==> src/rtl/fbat_pkg.sv <==
// Shared types and constants of the file block allocation table.
package fbat_pkg;

    localparam int NUM_BLOCKS      = 128;
    localparam int NUM_ENTRIES     = 16;
    localparam int MAX_FILE_BLOCKS = 8;

    localparam int BLK_W   = 7;
    localparam int ENT_W   = 4;
    localparam int CNT_W   = 4;
    localparam int IDX_W   = 3;
    localparam int NAME_W  = 64;
    localparam int PTR_W   = $clog2(MAX_FILE_BLOCKS);
    localparam int PADDR_W = ENT_W + PTR_W;
    localparam int PTR_DEPTH = NUM_ENTRIES * MAX_FILE_BLOCKS;

    typedef enum logic [1:0] {
        OP_CREATE = 2'd0,
        OP_DELETE = 2'd1,
        OP_MAP    = 2'd2
    } op_t;

    typedef enum logic [2:0] {
        ST_OK        = 3'd0,
        ST_TOO_LARGE = 3'd1,
        ST_NO_SPACE  = 3'd2,
        ST_NO_ENTRY  = 3'd3,
        ST_NOT_FOUND = 3'd4
    } status_t;

    typedef struct packed {
        logic [1:0]        operation;
        logic [NAME_W-1:0] name_word;
        logic [CNT_W-1:0]  block_count;
        logic [IDX_W-1:0]  block_index;
    } cmd_t;

    typedef struct packed {
        logic [2:0]       status;
        logic [BLK_W-1:0] disk_block;
        logic [ENT_W-1:0] entry_index;
        logic [CNT_W-1:0] file_blocks;
    } result_t;

    // Entry table write control.
    typedef struct packed {
        logic              set;
        logic              clr;
        logic [ENT_W-1:0]  idx;
        logic [NAME_W-1:0] name;
        logic [CNT_W-1:0]  size;
    } ent_wr_t;

    // Entry table view of the entry under the scan index.
    typedef struct packed {
        logic             valid;
        logic             name_eq;
        logic [CNT_W-1:0] size;
    } ent_view_t;

endpackage

==> src/rtl/fbat_ptr_ram.sv <==
// Block pointer memory: one write port, one registered read port.
module fbat_ptr_ram #(
    parameter int DEPTH = 128,
    parameter int WIDTH = 7
) (
    input  logic                     clk,
    input  logic                     we,
    input  logic [$clog2(DEPTH)-1:0] waddr,
    input  logic [WIDTH-1:0]         wdata,
    input  logic [$clog2(DEPTH)-1:0] raddr,
    output logic [WIDTH-1:0]         rdata
);

    logic [WIDTH-1:0] mem [DEPTH];

    always_ff @(posedge clk)
    begin
        if (we)
        begin
            mem[waddr] <= wdata;
        end
        rdata <= mem[raddr];
    end

endmodule

==> src/rtl/fbat_entry_table.sv <==
// File entry table: valid bits, names, sizes and the shared name comparator.
module fbat_entry_table (
    input  logic                    clk,
    input  logic                    rst_n,
    input  fbat_pkg::ent_wr_t       wr,
    input  logic [fbat_pkg::ENT_W-1:0]  rd_idx,
    input  logic [fbat_pkg::NAME_W-1:0] cmp_name,
    output fbat_pkg::ent_view_t     view
);

    import fbat_pkg::*;

    logic [NUM_ENTRIES-1:0] valid_reg;
    logic [NAME_W-1:0]      name_reg [NUM_ENTRIES];
    logic [CNT_W-1:0]       size_reg [NUM_ENTRIES];

    always_ff @(posedge clk or negedge rst_n)
    begin
        if (!rst_n)
        begin
            valid_reg <= '0;
        end
        else if (wr.set)
        begin
            valid_reg[wr.idx] <= 1'b1;
        end
        else if (wr.clr)
        begin
            valid_reg[wr.idx] <= 1'b0;
        end
    end

    always_ff @(posedge clk)
    begin
        if (wr.set)
        begin
            name_reg[wr.idx] <= wr.name;
            size_reg[wr.idx] <= wr.size;
        end
    end

    // Compare the scanned entry against the command name.
    assign view.valid   = valid_reg[rd_idx];
    assign view.name_eq = (name_reg[rd_idx] == cmp_name);
    assign view.size    = size_reg[rd_idx];

endmodule

==> src/rtl/file_block_allocation_table.sv <==
// Top level of the file block allocation table: sequencer, bitmap and result register.
//
// Usage: drive cmd and raise start; the command is taken at a rising edge where
// start is high and busy is low. busy stays high while the sequencer walks the
// entry table and the free-block bitmap. The single result of each transaction
// appears on result, marked by done for exactly one cycle; the receiver cannot
// hold it off, so capture it in that cycle.
//
// Sequence (one entry or one bitmap bit per cycle; a delete pauses its entry scan
// while it releases the blocks of a match):
//   create   : entry scan, free count, check, allocate
//   delete   : entry scan plus, for each matching entry, a pointer memory read and
//              a bitmap clear per released block
//   map      : entry scan, then a pointer memory read when an entry matches
//   too large or unknown operation: result in the cycle after the command is taken
// The bitmap scans dominate create; the registered pointer read sets delete's cost.
//
// Reset clears the bitmap (every block free) and every entry valid bit at once;
// a command can be taken in the first cycle after reset.
module file_block_allocation_table (
    input  logic               clk,
    input  logic               rst_n,
    input  logic               start,
    input  fbat_pkg::cmd_t     cmd,
    output logic               busy,
    output logic               done,
    output fbat_pkg::result_t  result
);

    import fbat_pkg::*;

    typedef enum logic [3:0] {
        S_IDLE,
        S_C_ENT,
        S_C_SCAN,
        S_C_CHK,
        S_C_ALLOC,
        S_D_ENT,
        S_D_RD,
        S_D_CLR,
        S_M_ENT,
        S_M_RD,
        S_M_WAIT
    } state_t;

    state_t                 state_reg, state_next;
    logic [NAME_W-1:0]      name_reg, name_next;
    logic [CNT_W-1:0]       count_reg, count_next;
    logic [IDX_W-1:0]       bidx_reg, bidx_next;
    logic [ENT_W-1:0]       ent_reg, ent_next;
    logic [BLK_W-1:0]       blk_reg, blk_next;
    logic [CNT_W-1:0]       cnt_reg, cnt_next;
    logic                   hit_reg, hit_next;
    logic [ENT_W-1:0]       sel_ent_reg, sel_ent_next;
    logic [CNT_W-1:0]       sel_size_reg, sel_size_next;
    logic [BLK_W-1:0]       first_reg, first_next;
    logic                   done_reg, done_next;
    result_t                res_reg, res_next;
    logic [NUM_BLOCKS-1:0]  used_reg, used_next;

    ent_wr_t                ent_wr;
    ent_view_t              view;
    logic                   ram_we;
    logic [PADDR_W-1:0]     ram_waddr;
    logic [PADDR_W-1:0]     ram_raddr;
    logic [BLK_W-1:0]       ram_rdata;
    logic                   ent_last;
    logic                   blk_last;
    logic                   blk_free;

    function automatic result_t make_result(status_t st, logic [BLK_W-1:0] blk,
                                            logic [ENT_W-1:0] ent,
                                            logic [CNT_W-1:0] sz);
        result_t r;
        r.status      = st;
        r.disk_block  = blk;
        r.entry_index = ent;
        r.file_blocks = sz;
        return r;
    endfunction

    fbat_entry_table u_entries (
        .clk      (clk),
        .rst_n    (rst_n),
        .wr       (ent_wr),
        .rd_idx   (ent_reg),
        .cmp_name (name_reg),
        .view     (view)
    );

    fbat_ptr_ram #(
        .DEPTH (PTR_DEPTH),
        .WIDTH (BLK_W)
    ) u_ptr_ram (
        .clk   (clk),
        .we    (ram_we),
        .waddr (ram_waddr),
        .wdata (blk_reg),
        .raddr (ram_raddr),
        .rdata (ram_rdata)
    );

    assign ent_last  = (ent_reg == ENT_W'(NUM_ENTRIES - 1));
    assign blk_last  = (blk_reg == BLK_W'(NUM_BLOCKS - 1));
    assign blk_free  = !used_reg[blk_reg];
    assign ram_waddr = {sel_ent_reg, cnt_reg[PTR_W-1:0]};

    always_comb
    begin
        state_next    = state_reg;
        name_next     = name_reg;
        count_next    = count_reg;
        bidx_next     = bidx_reg;
        ent_next      = ent_reg;
        blk_next      = blk_reg;
        cnt_next      = cnt_reg;
        hit_next      = hit_reg;
        sel_ent_next  = sel_ent_reg;
        sel_size_next = sel_size_reg;
        first_next    = first_reg;
        done_next     = 1'b0;
        res_next      = res_reg;
        used_next     = used_reg;

        ent_wr.set    = 1'b0;
        ent_wr.clr    = 1'b0;
        ent_wr.idx    = ent_reg;
        ent_wr.name   = name_reg;
        ent_wr.size   = count_reg;
        ram_we        = 1'b0;
        ram_raddr     = {ent_reg, cnt_reg[PTR_W-1:0]};

        case (state_reg)
            S_IDLE:
            begin
                if (start)
                begin
                    name_next  = cmd.name_word;
                    count_next = cmd.block_count;
                    bidx_next  = cmd.block_index;
                    ent_next   = '0;
                    blk_next   = '0;
                    cnt_next   = '0;
                    hit_next   = 1'b0;
                    first_next = '0;
                    case (cmd.operation)
                        OP_CREATE:
                        begin
                            if (cmd.block_count > CNT_W'(MAX_FILE_BLOCKS))
                            begin
                                done_next = 1'b1;
                                res_next  = make_result(ST_TOO_LARGE, '0, '0, '0);
                            end
                            else
                            begin
                                state_next = S_C_ENT;
                            end
                        end
                        OP_DELETE: state_next = S_D_ENT;
                        OP_MAP:    state_next = S_M_ENT;
                        default:
                        begin
                            done_next = 1'b1;
                            res_next  = make_result(ST_NOT_FOUND, '0, '0, '0);
                        end
                    endcase
                end
            end

            // Find the first free entry.
            S_C_ENT:
            begin
                if (!view.valid)
                begin
                    hit_next     = 1'b1;
                    sel_ent_next = ent_reg;
                    state_next   = S_C_SCAN;
                end
                else if (ent_last)
                begin
                    state_next = S_C_SCAN;
                end
                else
                begin
                    ent_next = ent_reg + 1'b1;
                end
            end

            // Count free blocks until the request is covered; remember the first.
            S_C_SCAN:
            begin
                if (cnt_reg == count_reg)
                begin
                    state_next = S_C_CHK;
                end
                else
                begin
                    if (blk_free)
                    begin
                        cnt_next = cnt_reg + 1'b1;
                        if (cnt_reg == '0)
                        begin
                            first_next = blk_reg;
                        end
                    end
                    if (blk_last)
                    begin
                        state_next = S_C_CHK;
                    end
                    else
                    begin
                        blk_next = blk_reg + 1'b1;
                    end
                end
            end

            S_C_CHK:
            begin
                if (cnt_reg != count_reg)
                begin
                    done_next  = 1'b1;
                    res_next   = make_result(ST_NO_SPACE, '0, '0, '0);
                    state_next = S_IDLE;
                end
                else if (!hit_reg)
                begin
                    done_next  = 1'b1;
                    res_next   = make_result(ST_NO_ENTRY, '0, '0, '0);
                    state_next = S_IDLE;
                end
                else
                begin
                    blk_next   = '0;
                    cnt_next   = '0;
                    state_next = S_C_ALLOC;
                end
            end

            // Mark free blocks in ascending order and record them as pointers.
            S_C_ALLOC:
            begin
                if (cnt_reg == count_reg)
                begin
                    ent_wr.set = 1'b1;
                    ent_wr.idx = sel_ent_reg;
                    done_next  = 1'b1;
                    res_next   = make_result(ST_OK, first_reg, sel_ent_reg, count_reg);
                    state_next = S_IDLE;
                end
                else
                begin
                    if (blk_free)
                    begin
                        used_next[blk_reg] = 1'b1;
                        ram_we             = 1'b1;
                        cnt_next           = cnt_reg + 1'b1;
                    end
                    blk_next = blk_reg + 1'b1;
                end
            end

            // Drop every matching entry; the last match is reported.
            S_D_ENT:
            begin
                if (view.valid && view.name_eq)
                begin
                    hit_next      = 1'b1;
                    sel_ent_next  = ent_reg;
                    sel_size_next = view.size;
                    cnt_next      = '0;
                    ent_wr.clr    = 1'b1;
                    state_next    = S_D_RD;
                end
                else if (ent_last)
                begin
                    done_next  = 1'b1;
                    res_next   = hit_reg
                               ? make_result(ST_OK, '0, sel_ent_reg, sel_size_reg)
                               : make_result(ST_NOT_FOUND, '0, '0, '0);
                    state_next = S_IDLE;
                end
                else
                begin
                    ent_next = ent_reg + 1'b1;
                end
            end

            S_D_RD:
            begin
                if (cnt_reg == sel_size_reg)
                begin
                    if (ent_last)
                    begin
                        done_next  = 1'b1;
                        res_next   = make_result(ST_OK, '0, sel_ent_reg, sel_size_reg);
                        state_next = S_IDLE;
                    end
                    else
                    begin
                        ent_next   = ent_reg + 1'b1;
                        state_next = S_D_ENT;
                    end
                end
                else
                begin
                    state_next = S_D_CLR;
                end
            end

            // Release the block read from the pointer memory.
            S_D_CLR:
            begin
                used_next[ram_rdata] = 1'b0;
                cnt_next             = cnt_reg + 1'b1;
                state_next           = S_D_RD;
            end

            // Last valid entry with matching name and enough blocks wins.
            S_M_ENT:
            begin
                if (view.valid && view.name_eq && (CNT_W'(bidx_reg) < view.size))
                begin
                    hit_next      = 1'b1;
                    sel_ent_next  = ent_reg;
                    sel_size_next = view.size;
                end
                if (ent_last)
                begin
                    state_next = S_M_RD;
                end
                else
                begin
                    ent_next = ent_reg + 1'b1;
                end
            end

            S_M_RD:
            begin
                ram_raddr = {sel_ent_reg, bidx_reg[PTR_W-1:0]};
                if (hit_reg)
                begin
                    state_next = S_M_WAIT;
                end
                else
                begin
                    done_next  = 1'b1;
                    res_next   = make_result(ST_NOT_FOUND, '0, '0, '0);
                    state_next = S_IDLE;
                end
            end

            S_M_WAIT:
            begin
                done_next  = 1'b1;
                res_next   = make_result(ST_OK, ram_rdata, sel_ent_reg, sel_size_reg);
                state_next = S_IDLE;
            end

            default:
            begin
                state_next = S_IDLE;
            end
        endcase
    end

    always_ff @(posedge clk or negedge rst_n)
    begin
        if (!rst_n)
        begin
            state_reg <= S_IDLE;
            done_reg  <= 1'b0;
            used_reg  <= '0;
            hit_reg   <= 1'b0;
        end
        else
        begin
            state_reg <= state_next;
            done_reg  <= done_next;
            used_reg  <= used_next;
            hit_reg   <= hit_next;
        end
    end

    // Payload and scan registers need no reset.
    always_ff @(posedge clk)
    begin
        name_reg     <= name_next;
        count_reg    <= count_next;
        bidx_reg     <= bidx_next;
        ent_reg      <= ent_next;
        blk_reg      <= blk_next;
        cnt_reg      <= cnt_next;
        sel_ent_reg  <= sel_ent_next;
        sel_size_reg <= sel_size_next;
        first_reg    <= first_next;
        res_reg      <= res_next;
    end

    assign busy   = (state_reg != S_IDLE);
    assign done   = done_reg;
    assign result = res_reg;

    // A successful result only comes out of a sequenced command.
    a_ok_after_busy: assert property (@(posedge clk) disable iff (!rst_n)
        done && (result.status == ST_OK) |-> $past(busy))
        else $error("ok result without a sequenced command");

    // Failure results carry no block, entry or size.
    a_fail_zero: assert property (@(posedge clk) disable iff (!rst_n)
        done && (result.status != ST_OK) |->
            (result.disk_block == '0) && (result.entry_index == '0) &&
            (result.file_blocks == '0))
        else $error("failure result with nonzero fields");

    // No file ever exceeds the per-file block limit.
    a_size_limit: assert property (@(posedge clk) disable iff (!rst_n)
        done && (result.status == ST_OK) |->
            (result.file_blocks <= CNT_W'(MAX_FILE_BLOCKS)))
        else $error("file size above limit");

endmodule

==> config.mk <==
export PLATFORM = sky130hd
export DESIGN_NAME = file_block_allocation_table
export DESIGN_NICKNAME = d
export VERILOG_FILES = /design/src/rtl/fbat_pkg.sv /design/src/rtl/fbat_ptr_ram.sv /design/src/rtl/fbat_entry_table.sv /design/src/rtl/file_block_allocation_table.sv
export SDC_FILE = /design/constraint.sdc
export NUM_CORES = 2
export LEC_CHECK = 0
export BUFFER_PORTS_ARGS = -buffer_cell sky130_fd_sc_hd__buf_2
export CAP_MARGIN = 20
export CORE_MARGIN = 10
export CORE_UTILIZATION = 50
export DETAILED_ROUTE_END_ITERATION = 6
export MAX_ROUTING_LAYER = met4
export PLACE_DENSITY_LB_ADDON = 0.15
export SETUP_SLACK_MARGIN = 0.3
export SYNTH_ARGS = -nofsm -noshare
export SYNTH_HDL_FRONTEND = slang
export SYNTH_SLANG_ARGS = --single-unit
export TNS_END_PERCENT = 10
==> constraint.sdc <==
create_clock -name clk -period 7.9 [get_ports clk]
set_clock_uncertainty 0.05 [all_clocks]
set_input_delay 0.79 -clock clk [delete_from_list [all_inputs] [get_ports clk]]
set_output_delay 0.79 -clock clk [all_outputs]
set_load 0.05 [all_outputs]
; Yosys cells after proc, flatten, opt, wreduce, memory -nomap -nowiden
; Memory sizes are Yosys's and may differ from the RTL's. A register that Yosys moved wholly into a read port is not among the register bits.
; Index checks and enable logic that the tools add are counted.
[word_totals]
mem_count = 3
regBits = 269
mem_bits_rw = 1984
elab_cells = 224
output_inout_bits = 20
in_bits = 76
[memory_table]
columns = memory, words, width, read_ports, rd_ports_with_merged_regs, write_ports, line
row1 = u_entries.name_reg, 16, 64, 1, 1, 1, fbat_entry_table.sv:14  ; logic [NAME_W-1:0] name_reg [NUM_ENTRIES];
row2 = u_ptr_ram.mem, 128, 7, 1, 1, 1, fbat_ptr_ram.sv:14  ; logic [WIDTH-1:0] mem [DEPTH];
row3 = u_entries.size_reg, 16, 4, 1, 1, 1, fbat_entry_table.sv:15  ; logic [CNT_W-1:0] size_reg [NUM_ENTRIES];
[classes]
order_cmp = 9
n_bitwise = 6
n_mux = 105
eq_ne = 48
reduce_logical = 32
n_addsub = 3
[ops]
columns = op, n
row1 = $mux 128, 2
row2 = $pmux 128 s2, 1
row3 = $mux 18, 11
row4 = $and 128x128->128, 1
row5 = $not 128->128, 1
row6 = $or 128x128->128, 1
row7 = $pmux 18 s7, 1
row8 = $mux 4, 31
row9 = $mux 7, 10
row10 = $eq 64x64->1, 1
row11 = $ne 2x2->1 const B, 23
row12 = $pmux 4 s10, 1
row13 = $pmux 4 s5, 2
row14 = $pmux 18 s2, 1
row15 = $mux 16, 2
row16 = $pmux 7 s4, 1
row17 = $mux 1, 27
row18 = $pmux 4 s3, 2
row19 = $ne 3x3->1 const B, 6
row20 = $and 16x16->16, 1
row21 = $eq 4x3->1 const B, 4
row22 = $eq 4x4->1 const B, 4
row23 = $lt 7x8->1 const B, 2
row24 = $not 16->16, 1
row25 = 42 further kinds, 66

; Longest topological paths before layout
[logic_depth]
ltp_word = 11
ltp_mapped = 17
ltp_nobuf = 11

; Hierarchy
; A second synthesis with hierarchy kept.
[unflattened]
hier_cells = 4565
area_unflattened_um2 = 90443.0
[modules_own_cells]
columns = module, cells_per_inst, seq_area_each_um2, instances, area_per_inst_um2
row1 = fbat_entry_table, 2099, 33071.7, 1, 43660.6
row2 = fbat_ptr_ram, 1453, 27045.9, 1, 34807.1
row3 = file_block_allocation_table, 1013, 6926.6, 1, 11975.2

; Least setup slack after synthesis
; OpenSTA, ideal clock, no wires.
[synth_timing]
path_type = reg-to-reg
start = register count_reg[3]
end = memory u_entries.name_reg[0][0], enable pin
required_time_ns = 7.354
path_stages_with_launch = 7
period_less_slack_ns = 5.709
arrival_time_ns = 5.163
setup_ns = 0.496
n_path_buf = 1
slack_ns = 2.191
path_cell_list = edfxtp_1 -> xor2_1 -> nor4_1 -> nand2_1 -> clkbuf_1 -> or3_1 -> nor2_1
[synth_via]
elab_chain_cells = 5
elab_cells_between_ends = 7
cone_classes = eq/ne: 1 / mux: 6
[synth_rtl]
columns = item, line
row1 = "start, declared", file_block_allocation_table.sv:48  ; logic [CNT_W-1:0] count_reg, count_next;
row2 = "start signal, assigned", file_block_allocation_table.sv:388  ; count_reg <= count_next;
row3 = $eq 4x4->1 (*), file_block_allocation_table.sv:242  ; if (cnt_reg == count_reg)
row4 = $mux 1, file_block_allocation_table.sv:242
row5 = $mux 1, file_block_allocation_table.sv:133  ; case (state_reg)
row6 = $mux 1, fbat_entry_table.sv:35  ; if (wr.set)
row7 = $mux 1 (not written as such), fbat_entry_table.sv:37  ; name_reg[wr.idx] <= wr.name;
row8 = "end, declared", fbat_entry_table.sv:14
; Mark *: on every way between the ends. The rest lies on a longest branch, timed or not.

==> qor.csv <==
stage,metric,value,unit
outcome,status,completed,
clock_tree,Inserted Clock Buffers,226,
clock_tree,clock latency on the worst-skew pair,0.86,ns
sta,worst-margin pin slew,1.269,ns
pwr,Worst VDD drop,0.3243,mV
sta,RSZ-0062 raised after global routing,false,
logic_synthesis,synth cell count leaders,"edfxtp_1, mux4_2, o21ai_0",
clock_tree,CTS root buf,clkbuf_16,
place,Port-buffer cells,95,
finish,Area Growth Syn to Fin,12.43,%
sta,final hold viol count,0,
floorplanning,Top Ports,96,
finish,share of layout cells above drive strength 1,21.07,%
route,routed via count,47685,
setup_path,"Arr. time, crit path",6.26,ns
clock_tree,H-tree Lvls,4,
finish,layout net count,5123,
logic_synthesis,Syn Nets,4928,
logic_synthesis,synth warn,0,
floorplanning,Die Wd,445.3,um
clock_tree,CTS tree,built,
sta,period utilization,73.73,%
floorplanning,Core ar.,180400,sq um
sta,setup TNS,0,ns
setup_path,type of origin of the critical path,register,
place,DP Area,93990,sq um
setup_path,Critical path buffers and inverters,2,
logic_synthesis,Post-Syn Area,90420,sq um
logic_synthesis,post-synth top area share,69.84,%
logic_synthesis,#FFs+latches synth,2264,
grt,All-Layer GR Usage,23.80,%
sta,max_slew headroom,15.40,%
clock_tree,clk slew on worst S/H paths,0.06,ns
floorplanning,initial core utilization,50.14,%
route,Routed WL per cell,30.35,um
setup_path,Max stage delay on crit path,0.88,ns
setup_path,Worst setup EP type,register,
grt,pin count of the biggest net entering global routing,113,
clock_tree,# Post-CTS Setup Buffers,0,
clock_tree,CTS max path bufs,3,
setup_path,worst path cell trace,buf_12 > buf_4 > mux2i_1 > a221o_1 > nand2_1 > nor3_1 > or4b_1 > nor4_1 > nand4_1 > or3_1 > and2_1 > nor4b_2,
sta,Final Max Tran Viols,0,
finish,Largest register FFs,1024,
setup_path,crit path max fanout,38,
sta,Final min period,5.825,ns
floorplanning,row count,156,
grt,first-pass GRT wire length,338.8,mm
finish,Final Cell Area,101700,sq um
pwr,Power Total,37.46,mW
route,Final ANT Viol Nets,0,
setup_path,Worst Path Required,8.34,ns
place,RD Place Congestion,0.9271,
setup_path,Crit Path Class,reg -> reg,
route,drt via density,6.269,
logic_synthesis,Synth async-reset ratio,6.625,%
min_path,Hold Crit Class,in -> reg,
logic_synthesis,most common cell in the netlist,edfxtp_1,
logic_synthesis,"Seq/Total Area, Yosys",74.23,%
logic_synthesis,Synth area leaders,"edfxtp_1, mux4_2, dfrtp_1",
logic_synthesis,"Distinct cells, synth",81,
clock_tree,Clock Sinks,2264,
route,WL final,230.9,mm
pwr,leakage,32.83,nW
setup_path,"slowest stage cell, crit path",dfxtp_4,
route,DRT iter0 DRCs,5122,
pwr,Pwr Density,368.5,nW/um^2
route,1st-pass router iterations,6,
setup_path,Top Family by Delay on Critical Path,simple AND/OR/NAND/NOR gates,
grt,number of global-route vias before repair,47839,
grt,initial antenna violation count,6,
logic_synthesis,Post-Synthesis Cells,4842,
sta,Final setup viols,0,
grt,GR Overflow Total,0,
floorplanning,height of the chip,445.3,um
sta,Fmax,0.1717,GHz
clock_tree,Post-CTS Resized,0,
logic_synthesis,Post-synth EDFFs,2103,
route,# DRC,0,
logic_synthesis,largest area contributor in the netlist,edfxtp_1,
job,Max Cap Viol,0,
logic_synthesis,mean post-synth cell area,18.67,sq um
place,HPWL after DPL,133.5,mm
floorplanning,Die ar.,198300,sq um
logic_synthesis,"Top FF cell, synth",edfxtp_1,
[kinds of logic (layout without fill, tap and decap cells)]
group	Yosys count	count (layout)	synth area share, %
and+or+nand+nor	796	796	4.045
xor gates and xnor gates	77	77	0.7458
other	0	1	0
adders and majority gates	10	10	0.1384
AOI/OAI and AO/OA	720	720	5.254
buffers and inverters	307	701	1.620
DFF	2264	2264	74.23
muxes	668	668	13.96
[power by group]
part           internal, mW  leakage (nW)  total (mW)  switching (mW)
clock network          6.18          3.62        10.7            4.55
registers              14.5          21.2        15.4           0.908
logic                  4.27          8.03        11.3            7.04
[cells in the final DEF (no fill, tap or decap), drive strengths merged, types with 16 or more instances in the layout]
cell type / count
xnor2: 48
nor2: 262
nand2: 261
mux2i: 158
mux4: 469
and2: 67
a21oi: 63
inv: 46
a31oi: 42
a211oi: 89
a22o: 28
nor2b: 39
clkinv: 112
dfrtp: 150
a22oi: 31
a21o: 17
xor2: 29
nor3: 24
nand3: 51
nand3b: 16
bufinv: 26
edfxtp: 2103
clkbuf: 271
buf: 224
a221oi: 36
a311oi: 29
mux2: 41
o22a: 17
o21ai: 269
[path summary, 6_finish.rpt]
path                           from       endpoint  slack, ns  cells after the start
setup / recovery           register     cnt_reg[0]       2.08                     12
hold / removal              cmd[58]   name_reg[51]       0.06                      1
setup reg to reg           register     cnt_reg[0]       2.08                     12
hold reg to reg            register       register       0.43                      1
max in group asynchronous     rst_n  used_reg[100]       6.19                      3
min in group asynchronous     rst_n      async pin       0.45                      2
[layer usage]
layer / GRT usage, % / part of all wire [%] / vias to the layer above
met1: 31.98 / 41 / 25319
li1: - / - / 20133
met5: - / 0 / -
met3: 3.577 / 6.3 / 345
met4: 6.062 / 2.4 / 0
met2: 38.50 / 50 / 1888
[final cells by class]
cell class,instances,area (sq um)
inverters,39,148.9
well taps,2370,2965
diodes,1,2.502
clock buffers,271,5908
clock inverters,156,1567
flip-flops and latches,2264,67140
multi-input cells,2271,22060
repair buffers,235,1869
fillers,13697,78690
[through the flow]
stage               std cells  util [%]  worst slack, ns  hold WS, ns
CTS                      7602     56.32            2.016     0.001575
finish                   7607     56.37            2.075      0.06350
detailed placement       7164     52.12            2.030       0.4144
global route             7607     56.37            1.807      0.01585
floorplan                4842         -            2.191       0.3744
global placement         7162     52.11            1.884       0.4072
[what timing repair did]
action,4_1_cts,5_1_grt
endpoints found under the hold margin,59,0
hold buffers,11,0
endpoints found under the setup margin,0,0
Power figures use the tool's default switching activity.
